**config.mk**
```make
export PLATFORM = sky130hd
export DESIGN_NAME = flcu_controller
export DESIGN_NICKNAME = d
export VERILOG_FILES = /design/src/rtl/flcu_pkg.sv /design/src/rtl/flcu_controller.sv
export SDC_FILE = /design/constraint.sdc
export NUM_CORES = 1
export LEC_CHECK = 0
export BUFFER_PORTS_ARGS = -buffer_cell sky130_fd_sc_hd__buf_4
export CAP_MARGIN = 5
export CORE_ASPECT_RATIO = 0.9
export CORE_MARGIN = 5
export CORE_UTILIZATION = 58
export DETAILED_ROUTE_END_ITERATION = 10
export PLACE_DENSITY = 0.84
export SETUP_SLACK_MARGIN = 0.05
export SKIP_CTS_REPAIR_TIMING = 1
export SYNTH_ARGS = -nofsm -noshare
export SYNTH_HDL_FRONTEND = slang
export SYNTH_SLANG_ARGS = --single-unit
```
**constraint.sdc**
```tcl
create_clock -name clock -period 2.2 [get_ports clock]
set_input_delay 0.22 -clock clock [delete_from_list [all_inputs] [get_ports clock]]
set_output_delay 0.22 -clock clock [all_outputs]
set_load 0.01 [all_outputs]
```
**src/rtl/flcu_pkg.sv**
```systemverilog
`timescale 1ns / 1ps
// ----------------------------------------------------------------------------
// flcu_pkg
// Shared types, codes, angle constants and the arctangent table of the
// free-look camera update core.
// ----------------------------------------------------------------------------
package flcu_pkg;

   // widths fixed by the transaction fields
   localparam int CSR_INDEX_W = 3;
   localparam int CSR_DATA_W  = 32;
   localparam int ITER_W      = 5;

   // default parameter values
   localparam int DEF_CORDIC_ITERATIONS = 16;
   localparam int DEF_VECTOR_WIDTH      = 16;

   // command codes
   localparam logic [1:0] CMD_MOVE     = 2'd0;
   localparam logic [1:0] CMD_LOOK     = 2'd1;
   localparam logic [1:0] CMD_ZOOM     = 2'd2;
   localparam logic [1:0] CMD_RECENTER = 2'd3;

   // move direction codes
   localparam logic [1:0] DIR_FORWARD  = 2'd0;
   localparam logic [1:0] DIR_BACKWARD = 2'd1;
   localparam logic [1:0] DIR_LEFT     = 2'd2;
   localparam logic [1:0] DIR_RIGHT    = 2'd3;

   // register indexes
   localparam logic [CSR_INDEX_W-1:0] CSR_SPEED       = 3'd0;
   localparam logic [CSR_INDEX_W-1:0] CSR_SENSITIVITY = 3'd1;
   localparam logic [CSR_INDEX_W-1:0] CSR_START_X     = 3'd2;
   localparam logic [CSR_INDEX_W-1:0] CSR_START_Y     = 3'd3;
   localparam logic [CSR_INDEX_W-1:0] CSR_START_Z     = 3'd4;
   localparam logic [CSR_INDEX_W-1:0] CSR_START_YAW   = 3'd5;
   localparam logic [CSR_INDEX_W-1:0] CSR_START_PITCH = 3'd6;

   // register reset values
   localparam logic [15:0] SPEED_RESET       = 16'd1280;
   localparam logic [15:0] SENSITIVITY_RESET = 16'd6554;

   // angles in 1/64 degree
   localparam logic signed [17:0] ONE_TURN     = 18'sd23040;
   localparam logic signed [17:0] HALF_TURN    = 18'sd11520;
   localparam logic signed [15:0] HALF_TURN_16 = 16'sd11520;
   localparam logic signed [15:0] QUARTER_TURN = 16'sd5760;
   localparam logic signed [17:0] PITCH_LIMIT  = 18'sd5696;
   localparam logic signed [17:0] ZOOM_MIN     = 18'sd64;
   localparam logic signed [17:0] ZOOM_MAX     = 18'sd2880;
   localparam logic [11:0]        ZOOM_RESET   = 12'd2880;

   // cordic start value (gain compensation), Q2.30
   localparam logic signed [31:0] CORDIC_GAIN = 32'sd652032874;

   // controller states
   typedef enum logic [4:0] {
      ST_IDLE,
      ST_DISPATCH,
      ST_MOVE_MUL,
      ST_MOVE_APPLY,
      ST_LOOK_MUL_H,
      ST_LOOK_YAW,
      ST_LOOK_MUL_V,
      ST_LOOK_PITCH,
      ST_ZOOM,
      ST_RECENTER,
      ST_CORDIC_INIT,
      ST_CORDIC_ITER,
      ST_CORDIC_STORE,
      ST_MUL_CC,
      ST_FRONT0,
      ST_DIRECT,
      ST_MUL_SC,
      ST_FRONT2,
      ST_MUL_U0,
      ST_UP0,
      ST_MUL_U1A,
      ST_MUL_U1B,
      ST_UP1,
      ST_MUL_U2,
      ST_UP2,
      ST_PUBLISH
   } ctrl_state_type;

   // datapath operations
   typedef enum logic [4:0] {
      OP_NONE,
      OP_LOAD,
      OP_MUL,
      OP_MOVE,
      OP_YAW,
      OP_PITCH,
      OP_ZOOM,
      OP_RECENTER,
      OP_CORDIC_INIT,
      OP_CORDIC_ITER,
      OP_CORDIC_STORE,
      OP_FRONT0,
      OP_DIRECT,
      OP_FRONT2,
      OP_UP0,
      OP_UP1,
      OP_UP2,
      OP_PUBLISH
   } dp_op_type;

   // multiplier operand selection
   typedef enum logic [3:0] {
      MUL_MOVE,
      MUL_HOFF,
      MUL_VOFF,
      MUL_CYCP,
      MUL_SYCP,
      MUL_NR2F1,
      MUL_R2F0,
      MUL_R0F2,
      MUL_R0F1
   } mul_sel_type;

   typedef struct packed {
      dp_op_type         op;
      mul_sel_type       mul_sel;
      logic [1:0]        axis;
      logic              ang_sel;
      logic [ITER_W-1:0] iter;
   } dp_cmd_type;

   typedef struct packed {
      logic [1:0] command;
   } dp_status_type;

   // arctangent of 2^-i in 2^-16 degree
   function automatic logic [21:0] atan_entry(input logic [ITER_W-1:0] idx);
      logic [21:0] v;
      unique case (idx)
         5'd0:    v = 22'd2949120;
         5'd1:    v = 22'd1740967;
         5'd2:    v = 22'd919879;
         5'd3:    v = 22'd466945;
         5'd4:    v = 22'd234379;
         5'd5:    v = 22'd117304;
         5'd6:    v = 22'd58666;
         5'd7:    v = 22'd29335;
         5'd8:    v = 22'd14668;
         5'd9:    v = 22'd7334;
         5'd10:   v = 22'd3667;
         5'd11:   v = 22'd1833;
         5'd12:   v = 22'd917;
         5'd13:   v = 22'd458;
         5'd14:   v = 22'd229;
         5'd15:   v = 22'd115;
         5'd16:   v = 22'd57;
         5'd17:   v = 22'd29;
         5'd18:   v = 22'd14;
         5'd19:   v = 22'd7;
         5'd20:   v = 22'd4;
         5'd21:   v = 22'd2;
         5'd22:   v = 22'd1;
         default: v = 22'd0;
      endcase
      return v;
   endfunction

   // fold an angle of at most two turns either way into one turn
   function automatic logic signed [14:0] wrap_turn(input logic signed [17:0] a);
      logic signed [17:0] w;
      w = a;
      if (w >= HALF_TURN) w = w - ONE_TURN;
      if (w >= HALF_TURN) w = w - ONE_TURN;
      if (w < -HALF_TURN) w = w + ONE_TURN;
      if (w < -HALF_TURN) w = w + ONE_TURN;
      return 15'(w);
   endfunction

endpackage

```
**src/rtl/flcu_controller.sv**
```systemverilog
`timescale 1ns / 1ps
// ----------------------------------------------------------------------------
// flcu_controller
// Sequencer of the camera update: command steps, two cordic runs, vector
// rebuild and hand-off to the result register.
// ----------------------------------------------------------------------------
module flcu_controller #(
   parameter int CORDIC_ITERATIONS = flcu_pkg::DEF_CORDIC_ITERATIONS
) (
   input  logic                    clock,
   input  logic                    reset,
   input  logic                    req_valid,
   output logic                    req_ready,
   output logic                    rsp_valid,
   input  logic                    rsp_ready,
   output flcu_pkg::dp_cmd_type    cmd,
   input  flcu_pkg::dp_status_type status
);
   import flcu_pkg::*;

   localparam int ITER_CW = $clog2(CORDIC_ITERATIONS);
   localparam logic [ITER_CW-1:0] ITER_LAST = ITER_CW'(CORDIC_ITERATIONS - 1);

   ctrl_state_type     state_ff, state_in;
   logic [1:0]         axis_ff, axis_in;
   logic               ang_sel_ff, ang_sel_in;
   logic [ITER_CW-1:0] iter_ff, iter_in;
   logic               out_valid_ff, out_valid_in;

   // state register
   always_ff @(posedge clock) begin
      if (reset) begin
         state_ff     <= ST_IDLE;
         axis_ff      <= '0;
         ang_sel_ff   <= 1'b0;
         iter_ff      <= '0;
         out_valid_ff <= 1'b0;
      end else begin
         state_ff     <= state_in;
         axis_ff      <= axis_in;
         ang_sel_ff   <= ang_sel_in;
         iter_ff      <= iter_in;
         out_valid_ff <= out_valid_in;
      end
   end

   // next state and datapath commands
   always_comb begin
      state_in     = state_ff;
      axis_in      = axis_ff;
      ang_sel_in   = ang_sel_ff;
      iter_in      = iter_ff;
      out_valid_in = out_valid_ff & ~rsp_ready;
      req_ready    = 1'b0;
      cmd.op       = OP_NONE;
      cmd.mul_sel  = MUL_MOVE;
      cmd.axis     = axis_ff;
      cmd.ang_sel  = ang_sel_ff;
      cmd.iter     = ITER_W'(iter_ff);
      unique case (state_ff)
         ST_IDLE: begin
            req_ready = 1'b1;
            if (req_valid) begin
               cmd.op   = OP_LOAD;
               state_in = ST_DISPATCH;
            end
         end
         ST_DISPATCH: begin
            axis_in    = '0;
            ang_sel_in = 1'b0;
            iter_in    = '0;
            unique case (status.command)
               CMD_MOVE:     state_in = ST_MOVE_MUL;
               CMD_LOOK:     state_in = ST_LOOK_MUL_H;
               CMD_ZOOM:     state_in = ST_ZOOM;
               CMD_RECENTER: state_in = ST_RECENTER;
               default:      state_in = ST_RECENTER;
            endcase
         end
         ST_MOVE_MUL: begin
            cmd.op      = OP_MUL;
            cmd.mul_sel = MUL_MOVE;
            state_in    = ST_MOVE_APPLY;
         end
         ST_MOVE_APPLY: begin
            cmd.op = OP_MOVE;
            if (axis_ff == 2'd2) begin
               state_in = ST_CORDIC_INIT;
            end else begin
               axis_in  = axis_ff + 2'd1;
               state_in = ST_MOVE_MUL;
            end
         end
         ST_LOOK_MUL_H: begin
            cmd.op      = OP_MUL;
            cmd.mul_sel = MUL_HOFF;
            state_in    = ST_LOOK_YAW;
         end
         ST_LOOK_YAW: begin
            cmd.op   = OP_YAW;
            state_in = ST_LOOK_MUL_V;
         end
         ST_LOOK_MUL_V: begin
            cmd.op      = OP_MUL;
            cmd.mul_sel = MUL_VOFF;
            state_in    = ST_LOOK_PITCH;
         end
         ST_LOOK_PITCH: begin
            cmd.op   = OP_PITCH;
            state_in = ST_CORDIC_INIT;
         end
         ST_ZOOM: begin
            cmd.op   = OP_ZOOM;
            state_in = ST_CORDIC_INIT;
         end
         ST_RECENTER: begin
            cmd.op   = OP_RECENTER;
            state_in = ST_CORDIC_INIT;
         end
         ST_CORDIC_INIT: begin
            cmd.op   = OP_CORDIC_INIT;
            iter_in  = '0;
            state_in = ST_CORDIC_ITER;
         end
         ST_CORDIC_ITER: begin
            cmd.op = OP_CORDIC_ITER;
            if (iter_ff == ITER_LAST) begin
               state_in = ST_CORDIC_STORE;
            end else begin
               iter_in = iter_ff + 1'b1;
            end
         end
         ST_CORDIC_STORE: begin
            cmd.op = OP_CORDIC_STORE;
            if (ang_sel_ff) begin
               state_in = ST_MUL_CC;
            end else begin
               ang_sel_in = 1'b1;
               state_in   = ST_CORDIC_INIT;
            end
         end
         ST_MUL_CC: begin
            cmd.op      = OP_MUL;
            cmd.mul_sel = MUL_CYCP;
            state_in    = ST_FRONT0;
         end
         ST_FRONT0: begin
            cmd.op   = OP_FRONT0;
            state_in = ST_DIRECT;
         end
         ST_DIRECT: begin
            cmd.op   = OP_DIRECT;
            state_in = ST_MUL_SC;
         end
         ST_MUL_SC: begin
            cmd.op      = OP_MUL;
            cmd.mul_sel = MUL_SYCP;
            state_in    = ST_FRONT2;
         end
         ST_FRONT2: begin
            cmd.op   = OP_FRONT2;
            state_in = ST_MUL_U0;
         end
         ST_MUL_U0: begin
            cmd.op      = OP_MUL;
            cmd.mul_sel = MUL_NR2F1;
            state_in    = ST_UP0;
         end
         ST_UP0: begin
            cmd.op   = OP_UP0;
            state_in = ST_MUL_U1A;
         end
         ST_MUL_U1A: begin
            cmd.op      = OP_MUL;
            cmd.mul_sel = MUL_R2F0;
            state_in    = ST_MUL_U1B;
         end
         ST_MUL_U1B: begin
            cmd.op      = OP_MUL;
            cmd.mul_sel = MUL_R0F2;
            state_in    = ST_UP1;
         end
         ST_UP1: begin
            cmd.op   = OP_UP1;
            state_in = ST_MUL_U2;
         end
         ST_MUL_U2: begin
            cmd.op      = OP_MUL;
            cmd.mul_sel = MUL_R0F1;
            state_in    = ST_UP2;
         end
         ST_UP2: begin
            cmd.op   = OP_UP2;
            state_in = ST_PUBLISH;
         end
         ST_PUBLISH: begin
            // wait for the result register to drain
            if (!out_valid_ff || rsp_ready) begin
               cmd.op       = OP_PUBLISH;
               out_valid_in = 1'b1;
               state_in     = ST_IDLE;
            end
         end
         default: state_in = ST_IDLE;
      endcase
   end

   assign rsp_valid = out_valid_ff;

`ifndef SYNTHESIS
   a_accept_dispatch : assert property (@(posedge clock) disable iff (reset)
      (state_ff == ST_IDLE && req_valid) |=> (state_ff == ST_DISPATCH))
      else $error("accepted transaction not dispatched");

   a_iter_range : assert property (@(posedge clock) disable iff (reset)
      (state_ff == ST_CORDIC_ITER) |-> (iter_ff <= ITER_LAST))
      else $error("cordic iteration count overrun");

   a_publish_hold : assert property (@(posedge clock) disable iff (reset)
      (state_ff == ST_PUBLISH && out_valid_ff && !rsp_ready)
      |=> (state_ff == ST_PUBLISH && out_valid_ff))
      else $error("result register overwritten before it was taken");
`endif

endmodule

```
# Word level (Yosys, flattened, before mapping)

Cells that the tools add are included.

Bitwise logic cells: 2
Reductions and logical operators: 13
Add/sub/neg operators: 2
Muxes and demuxes: 19
Eq/ne operators: 35

Operators with widths:

| operator              | number |
|---|---|
| $pmux W5 S24          | 1 |
| $pmux W5 S17          | 1 |
| $eq A5 B5 Y1 const B  | 10 |
| $eq A5 B4 Y1 const B  | 8 |
| $pmux W4 S8           | 1 |
| $eq A5 B3 Y1 const B  | 4 |
| $mux W5               | 4 |
| $pmux W5 S4           | 1 |
| $eq A5 B2 Y1 const B  | 2 |
| $ne A2 B2 Y1 const B  | 5 |
| $reduce_or A9 Y1      | 1 |
| $mux W4               | 2 |
| $pmux W4 S2           | 1 |
| $eq A2 B2 Y1 const B  | 3 |
| $reduce_bool A2 Y1    | 3 |
| $eq A5 B1 Y1 const B  | 1 |
| $logic_not A5 Y1      | 1 |
| $add A4 B1 Y4 const B | 1 |
| $eq A4 B4 Y1 const B  | 1 |
| $mux W1               | 4 |
| $pmux W2 S2           | 1 |
| $reduce_and A2 Y1     | 2 |
| $mux W3               | 1 |
| $reduce_and A3 Y1     | 1 |
| other kinds (11)      | 11 |

Flip-flop bits (word level): 13
Output and inout port bits: 19
Logic and storage cells: 76
Input bits: 6

# Logic depth before layout (Yosys ltp)

Gate-level depths: netlist (run 1).

Depth in word-level cells: 4
Gate-level depth with buffers: 7
Mapped depth without buffers: 6

# Worst setup path after synthesis (run 1)

OpenSTA, ideal clock, no wires.

Path kind: reg2out
Start: register state_ff[0]
End: output port cmd[14] (netlist bit)
Arrival time: 1.310 ns
Data required time: 1.980 ns
Buffers on the path: 1
Cell stages (with the launch flop): 7
Path slack: 0.670 ns
Path through: dfxtp_1 -> buf_2 -> inv_1 -> nor2_1 -> a21oi_1 -> mux2_2 -> o22ai_1

RTL lines:

| element                  | RTL line              | text |
|---|---|---|
| start: declaration       | flcu_controller.sv:24 | `ctrl_state_type state_ff, state_in;` |
| start signal: assignment | flcu_controller.sv:39 | `state_ff <= state_in;` |
| end: declaration         | flcu_controller.sv:16 | `output flcu_pkg::dp_cmd_type cmd,` |

==> results_dict.tcl, run 1 <==
set metrics [dict create \
    outcome "finished, final reports clean" \
    met3_usage 0.0528 \
    syn_area_per_cell_sq_um 7.24 \
    post_synth_instance_area_sq_um 1220 \
    floorplan.die.width_microns 58.4 \
    post-synth-top-area-cell "sky130_fd_sc_hd__dfxtp_1" \
    ports_placed_on_the_boundary 25 \
    drv_slew 0 \
    synthesis.instances 169 \
    timing.rr.end "state_ff[0]" \
    die-height_microns 53.6 \
    hold-path-cell-count 2 \
    cellPowerDensity_nw_per_um2 1060 \
    netlist_top_cells_area "sky130_fd_sc_hd__dfxtp_1, sky130_fd_sc_hd__a21oi_1, sky130_fd_sc_hd__nor2_1" \
    dr.pass1.iters 4 \
    layout-drive-gt1-share 0.245 \
    min_period_over_period 0.917 \
    ys_seq_elements 13 \
    wire_length_of_the_first_global_routing_pass_mm 5.54 \
    ys_seq_area_frac 0.213 \
    r2r.worst_path.cells 6 \
    min_path_type "input port to register" \
    start_util 0.621 \
    area_added_between_synthesis_and_finish_pct 16.4 \
    finalSetupTns_ns 0 \
    final_net_count 197 \
    placement_rows 15 \
    worst_clock_skew_ns 0.00532 \
    netlist.area_leader.share 0.213 \
    finalSetupViolCount 0 \
    final_min_period_ns 2.02 \
    first_global_vias 1194 \
    layout.cells.most_common "sky130_fd_sc_hd__buf_4" \
    timing.hold.worst_endpoint "iter_ff[1]" \
    syn_warnings 0 \
    antenna_nets_post_route 0 \
    vdd_ir_drop_max_mv 0.915 \
    via_count 1366 \
    async_set_or_reset_flop_fraction_in_the_synthesized_netlist 0 \
    worstSetupEndpointType "output port" \
    worstPathRequired_ns 1.98 \
    synth_edf_count 0 \
    grt_start_max_net_pins 32 \
    gp_congestion 0.933 \
    detail_route.wl_per_cell_microns 16.3 \
    grt_setup_unrepaired "false" \
    clock_latency_ns 0.28 \
    detailed_placement_wirelength_estimate_mm 2.55 \
    top_flip_flop_cell_by_instance_count_after_synthesis "sky130_fd_sc_hd__dfxtp_1" \
    timing.critical_path.from_type "register" \
    routed_wirelength_mm 3.47 \
    crit_type "register to output port" \
    crit_path_max_fanout 11 \
    cts_buffer_depth 2 \
    drt_iter0_drc 55 \
    design.core.area_sq_um 1970 \
    worst-endpoint-arrival_ns 1.80 \
    min_from "reset" \
    timing_hold_violations_final 0 \
    global_route.usage.met2 0.407 \
    root_buffer "sky130_fd_sc_hd__clkbuf_4" \
    synth_nets 177 \
    max_freq_mhz 496 \
    via_per_inst 6.41 \
    numCtsBuffers 3 \
    power.total_mw 1.50 \
    tritoncts_clock_tree "built" \
    count_of_inserted_antenna_diode_cells 0 \
    drc_viols 0 \
    groute.layer.met1.usage 0.281 \
    grt_remaining_overflow 0 \
    max-cap-violations 0 \
    worst_r2r_startpoint "state_ff[1]" \
    globalRouteTotalUtil 0.230 \
    place.port_buffers 23 \
    r2r_slack_ns 0.49 \
    number_of_antenna_violations_at_the_first_check_in_global_routing 0 \
    cts_max_level 1 \
    tritoncts_num_sinks 13 \
    yosys.cell_types.count 53 \
    most_used_cells_in_the_layout_excluding_fill_and_tap_cells "sky130_fd_sc_hd__buf_4, sky130_fd_sc_hd__nor2_1, sky130_fd_sc_hd__a21oi_1, sky130_fd_sc_hd__dfxtp_1, sky130_fd_sc_hd__nand2_1" \
    grt.busiest_layer "met2" \
    die_outline_area_sq_um 3130 \
    power.leakage_nw 0.577 \
    clkSlewWorstSetupHoldPaths_ns 0.07 \
]
[how the worst max path moves through the flow]
stage	start	to	cells past startpoint
2_1_floorplan	state_ff[0]	cmd[14]	6
3_5_place_dp	state_ff[0]	cmd[12]	6
6_report	state_ff[0]	cmd[12]	6
3_3_place_gp	state_ff[0]	cmd[12]	6
5_1_grt	state_ff[0]	cmd[14]	6
4_1_cts	state_ff[0]	cmd[12]	6
[registers in the layout, summed over array words and instances, names as in the netlist]
| signal | flops |
|---|---|
| state_ff | 5 |
| iter_ff | 4 |
| rsp_valid | 1 |
| axis_ff | 2 |
| ang_sel_ff | 1 |
[per-stage QoR]
| stage | instances | worst slack, ns | hold slack (ns) | instance area, sq um | utilization |
|---|---|---|---|---|---|
| floorplan | 169 | 0.670 | 0.292 | 1220 | - |
| global placement | 209 | 0.546 | 0.489 | 1400 | 0.709 |
| detailed placement | 209 | 0.505 | 0.503 | 1400 | 0.709 |
| CTS | 213 | 0.203 | 0.208 | 1420 | 0.723 |
| global route | 213 | 0.0724 | 0.212 | 1420 | 0.723 |
| finish | 213 | 0.183 | 0.215 | 1420 | 0.723 |
[logic make-up after synthesis]
group,after synthesis,synth area share
other,1,0.00306
DFF,13,0.213
buffers and inverters,24,0.0982
AOI/OAI and AO/OA,61,0.339
muxes,3,0.0256
and+or+nand+nor,63,0.286
adders and majority gates,2,0.0204
xor gates and xnor gates,2,0.0143
[layer usage]
metal / vias to the layer above / wire [microns]
li1: 655 / -
met1: 628 / 1430
met2: 76 / 1670
met3: 7 / 313
met4: 0 / 56
met5: - / 0
[where the power goes]
| part | leakage [nW] | internal (mW) | switching, mW | total, mW |
|---|---|---|---|---|
| combinational | 0.456 | 0.443 | 0.588 | 1.03 |
| clock | 0.0150 | 0.0703 | 0.0785 | 0.149 |
| sequential | 0.105 | 0.269 | 0.0554 | 0.324 |
| total | 0.577 | 0.781 | 0.722 | 1.50 |
[synthesized netlist by cell type (2+ instances only)]
cell type / instances
sky130_fd_sc_hd__buf_4: 5
sky130_fd_sc_hd__buf_2: 9
sky130_fd_sc_hd__a21boi_1: 2
sky130_fd_sc_hd__a211oi_1: 3
sky130_fd_sc_hd__nand4_1: 3
sky130_fd_sc_hd__dfxtp_1: 13
sky130_fd_sc_hd__o21ai_1: 4
sky130_fd_sc_hd__nand3b_1: 3
sky130_fd_sc_hd__a22oi_1: 3
sky130_fd_sc_hd__o31ai_1: 2
sky130_fd_sc_hd__o21ai_0: 9
sky130_fd_sc_hd__o22ai_1: 6
sky130_fd_sc_hd__mux2i_1: 2
sky130_fd_sc_hd__or3_1: 2
sky130_fd_sc_hd__a31oi_1: 4
sky130_fd_sc_hd__nand3_1: 5
sky130_fd_sc_hd__clkbuf_1: 2
sky130_fd_sc_hd__ha_1: 2
sky130_fd_sc_hd__nor3_1: 6
sky130_fd_sc_hd__nor2_1: 16
sky130_fd_sc_hd__a211o_1: 2
sky130_fd_sc_hd__nand2_1: 11
sky130_fd_sc_hd__inv_1: 7
sky130_fd_sc_hd__a21oi_1: 13
sky130_fd_sc_hd__nand2b_1: 4
sky130_fd_sc_hd__a21o_1: 3
sky130_fd_sc_hd__xnor2_1: 2
[worst max-delay path, cell delays in order, from the launching register on]
cell	delay (ns)
sky130_fd_sc_hd__dfxtp_1	0.40
sky130_fd_sc_hd__or4b_1	0.51
sky130_fd_sc_hd__a21oi_1	0.17
sky130_fd_sc_hd__a31oi_1	0.06
sky130_fd_sc_hd__o21a_1	0.18
sky130_fd_sc_hd__o21ai_1	0.07
sky130_fd_sc_hd__buf_4	0.14
[area by class of cell]
type	count	area (sq um)
Multi-Input combinational cell	132	843
Sequential cell	13	260
Tap cell	25	31.3
Timing Repair Buffer	31	233
Clock buffer	4	26.3
Fill cell	167	547
Inverter	8	30.0
(Power assumes the default switching activity.)
==> run 2, diff against run 1 <==
--- a/config.mk
+++ b/config.mk
@@ -5,13 +5,14 @@
 export SDC_FILE = /design/constraint.sdc
 export NUM_CORES = 1
 export LEC_CHECK = 0
+export ABC_AREA = 1
 export BUFFER_PORTS_ARGS = -buffer_cell sky130_fd_sc_hd__buf_4
 export CAP_MARGIN = 5
 export CORE_ASPECT_RATIO = 0.9
 export CORE_MARGIN = 5
-export CORE_UTILIZATION = 58
+export CORE_UTILIZATION = 59
 export DETAILED_ROUTE_END_ITERATION = 10
-export PLACE_DENSITY = 0.84
+export PLACE_DENSITY = 0.85
 export SETUP_SLACK_MARGIN = 0.05
 export SKIP_CTS_REPAIR_TIMING = 1
 export SYNTH_ARGS = -nofsm -noshare
==> results_dict.tcl, run 2 <==
set metrics [dict create \
    final_min_period_ns 2.05 \
    power.leakage_nw 0.725 \
    worstSetupEndpointType "output port" \
    detail_route.wl_per_cell_microns 14.3 \
    top_flip_flop_cell_by_instance_count_after_synthesis "sky130_fd_sc_hd__dfxtp_1" \
    most_used_cells_in_the_layout_excluding_fill_and_tap_cells "sky130_fd_sc_hd__nand2_1, sky130_fd_sc_hd__nor2_1, sky130_fd_sc_hd__buf_4" \
    final_net_count 233 \
    clock_latency_ns 0.29 \
    worst-endpoint-arrival_ns 1.83 \
    yosys.cell_types.count 32 \
    routed_wirelength_mm 3.55 \
    max_flop_register "state_ff" \
    layout-drive-gt1-share 0.277 \
    start_util 0.641 \
    timing.critical_path.from_type "register" \
    post_synth_mux_area_share 0 \
    tritoncts_num_sinks 13 \
    synthesis.instances 202 \
    numCtsBuffers 3 \
    area_added_between_synthesis_and_finish_pct 15.1 \
    place.port_buffers 23 \
    floorplan.die.width_microns 58.8 \
    drt_iter0_drc 100 \
    antenna_nets_post_route 0 \
    grt_setup_unrepaired "false" \
    clkSlewWorstSetupHoldPaths_ns 0.08 \
    detailed_place.area_sq_um 1420 \
    crit_path_max_fanout 9 \
    gp_congestion 1.00 \
    via_per_inst 5.84 \
    largest_reg_flops 5 \
    synth-compound-area-share 0.125 \
    finalSetupViolCount 0 \
    count_of_inserted_antenna_diode_cells 0 \
    largestRegisters "state_ff x5, iter_ff x4, axis_ff x2" \
    synth_edf_count 0 \
    syn_area_per_cell_sq_um 6.25 \
    first_global_vias 1340 \
    drc_viols 0 \
    placement_rows 15 \
    ys_seq_elements 13 \
    final.fill_count 172 \
    fraction_of_synthesized_cell_area_in_xor_and_xnor_cells 0 \
    design.core.area_sq_um 1970 \
    netlist.area_leader.share 0.206 \
    min_period_over_period 0.931 \
    synth_nets 210 \
    async_set_or_reset_flop_fraction_in_the_synthesized_netlist 0 \
    dr.pass1.iters 6 \
    ys_seq_area_frac 0.206 \
    max_freq_mhz 488 \
    via_count 1453 \
    netlist_top_cells_area "sky130_fd_sc_hd__dfxtp_1, sky130_fd_sc_hd__nand2_1, sky130_fd_sc_hd__nor2_1" \
    crit_type "register to output port" \
    grt_start_max_net_pins 11 \
    synth_top_cells_by_count "sky130_fd_sc_hd__nand2_1, sky130_fd_sc_hd__nor2_1, sky130_fd_sc_hd__nand3_1, sky130_fd_sc_hd__inv_1, sky130_fd_sc_hd__dfxtp_1" \
    outcome "finished, final reports clean" \
    grt_remaining_overflow 0 \
    post-synth-top-area-cell "sky130_fd_sc_hd__dfxtp_1" \
    die_outline_area_sq_um 3170 \
    design_area_sq_um 1450 \
    cts_max_level 1 \
    worst_clock_skew_ns 0.00257 \
    max-cap-violations 0 \
    ports_placed_on_the_boundary 25 \
    globalRouteTotalUtil 0.243 \
    vdd_ir_drop_max_mv 0.817 \
    syn_warnings 0 \
    post_synth_fa_ha_maj_area_fraction 0.0198 \
    timing_hold_violations_final 0 \
    synth_area_in_simple_gates 0.533 \
    worstPathRequired_ns 1.98 \
    layout.cells.most_common "sky130_fd_sc_hd__nand2_1" \
    cts_buffer_depth 2 \
    main_combinational_cell_family_by_area_after_synthesis "simple AND/OR/NAND/NOR gates" \
    tritoncts_clock_tree "built" \
    die-height_microns 53.9 \
    finalSetupTns_ns 0 \
    detailed_placement_wirelength_estimate_mm 2.83 \
    drv_slew 0 \
    post_synth_instance_area_sq_um 1260 \
    number_of_antenna_violations_at_the_first_check_in_global_routing 0 \
    most_common_cell_in_the_synthesized_netlist "sky130_fd_sc_hd__nand2_1" \
    root_buffer "sky130_fd_sc_hd__clkbuf_4" \
    min_path_type "input port to register" \
    cellPowerDensity_nw_per_um2 925 \
    wire_length_of_the_first_global_routing_pass_mm 5.81 \
]
## run 2: cell types whose count changed in the layout (fill, tap and decap cells not counted), sizes merged, moves of 4 or more
| cell | previous run | this run |
|---|---|---|
| a31oi | 4 | 0 |
| inv | 8 | 21 |
| buf | 31 | 25 |
| nand2b | 4 | 0 |
| nand3 | 5 | 26 |
| nor3 | 7 | 1 |
| o21ai | 13 | 9 |
| o22ai | 6 | 0 |
| a211oi | 4 | 0 |
| nor2 | 17 | 45 |
| nand2 | 11 | 50 |
## run 2: cells by family after synthesis
logic type      count (synthesis)
fa+ha+maj                       2
compound gates                 26
buf+inv                        29
simple gates                  131
other cells                     1
flops                          13
## run 2: area by class of cell
type / count / area (sq um) / area share
Timing Repair Buffer: 25 / 188 / 0.129
Clock buffer: 4 / 26.3 / 0.0181
Sequential cell: 13 / 265 / 0.183
Inverter: 22 / 82.6 / 0.0568
Tap cell: 25 / 31.3 / 0.0215
Multi-Input combinational cell: 160 / 860 / 0.592
## run 2: stage by stage
step / power, mW / util / instances / setup WS (ns) / hold WS (ns)
floorplan: 0.944 / - / 202 / 0.777 / 0.282
CTS: 1.33 / 0.735 / 249 / 0.0988 / 0.134
global placement: 1.16 / 0.721 / 245 / 0.410 / 0.435
finish: 1.34 / 0.737 / 249 / 0.153 / 0.140
detailed placement: 1.18 / 0.721 / 245 / 0.416 / 0.440
global route: 1.46 / 0.737 / 249 / 0.0457 / 0.125
## run 2: worst max-delay path, cell delays in order (launching register included)
cell and delay (ns):
sky130_fd_sc_hd__dfxtp_1 0.53, sky130_fd_sc_hd__nor2_4 0.14, sky130_fd_sc_hd__nand3_1 0.16, sky130_fd_sc_hd__inv_1 0.07, sky130_fd_sc_hd__nor3b_1 0.27, sky130_fd_sc_hd__o2111ai_1 0.18
sky130_fd_sc_hd__buf_4 0.18
## run 2: final timing paths
| kind | from | endpoint | slack (ns) | cells past startpoint |
|---|---|---|---|---|
| max | state_ff[3] | cmd[14] | 0.15 | 6 |
| min | reset | state_ff[0] | 0.14 | 2 |
| max reg2reg | state_ff[4] | state_ff[3] | 0.65 | 9 |
| min reg2reg | ang_sel_ff | ang_sel_ff | 0.52 | 2 |
## run 2: report_power, final
group / switching [mW] / leakage, nW / total [mW] / internal (mW)
logic: 0.494 / 0.602 / 0.799 / 0.305
clock network: 0.0854 / 0.0150 / 0.156 / 0.0706
registers: 0.0986 / 0.107 / 0.389 / 0.290
## run 2: routing by layer
metal  wire length (microns)  track usage
met5                       0            0
met4                      48        0.136
met3                     387       0.0624
met2                    1660        0.379
met1                    1450        0.306
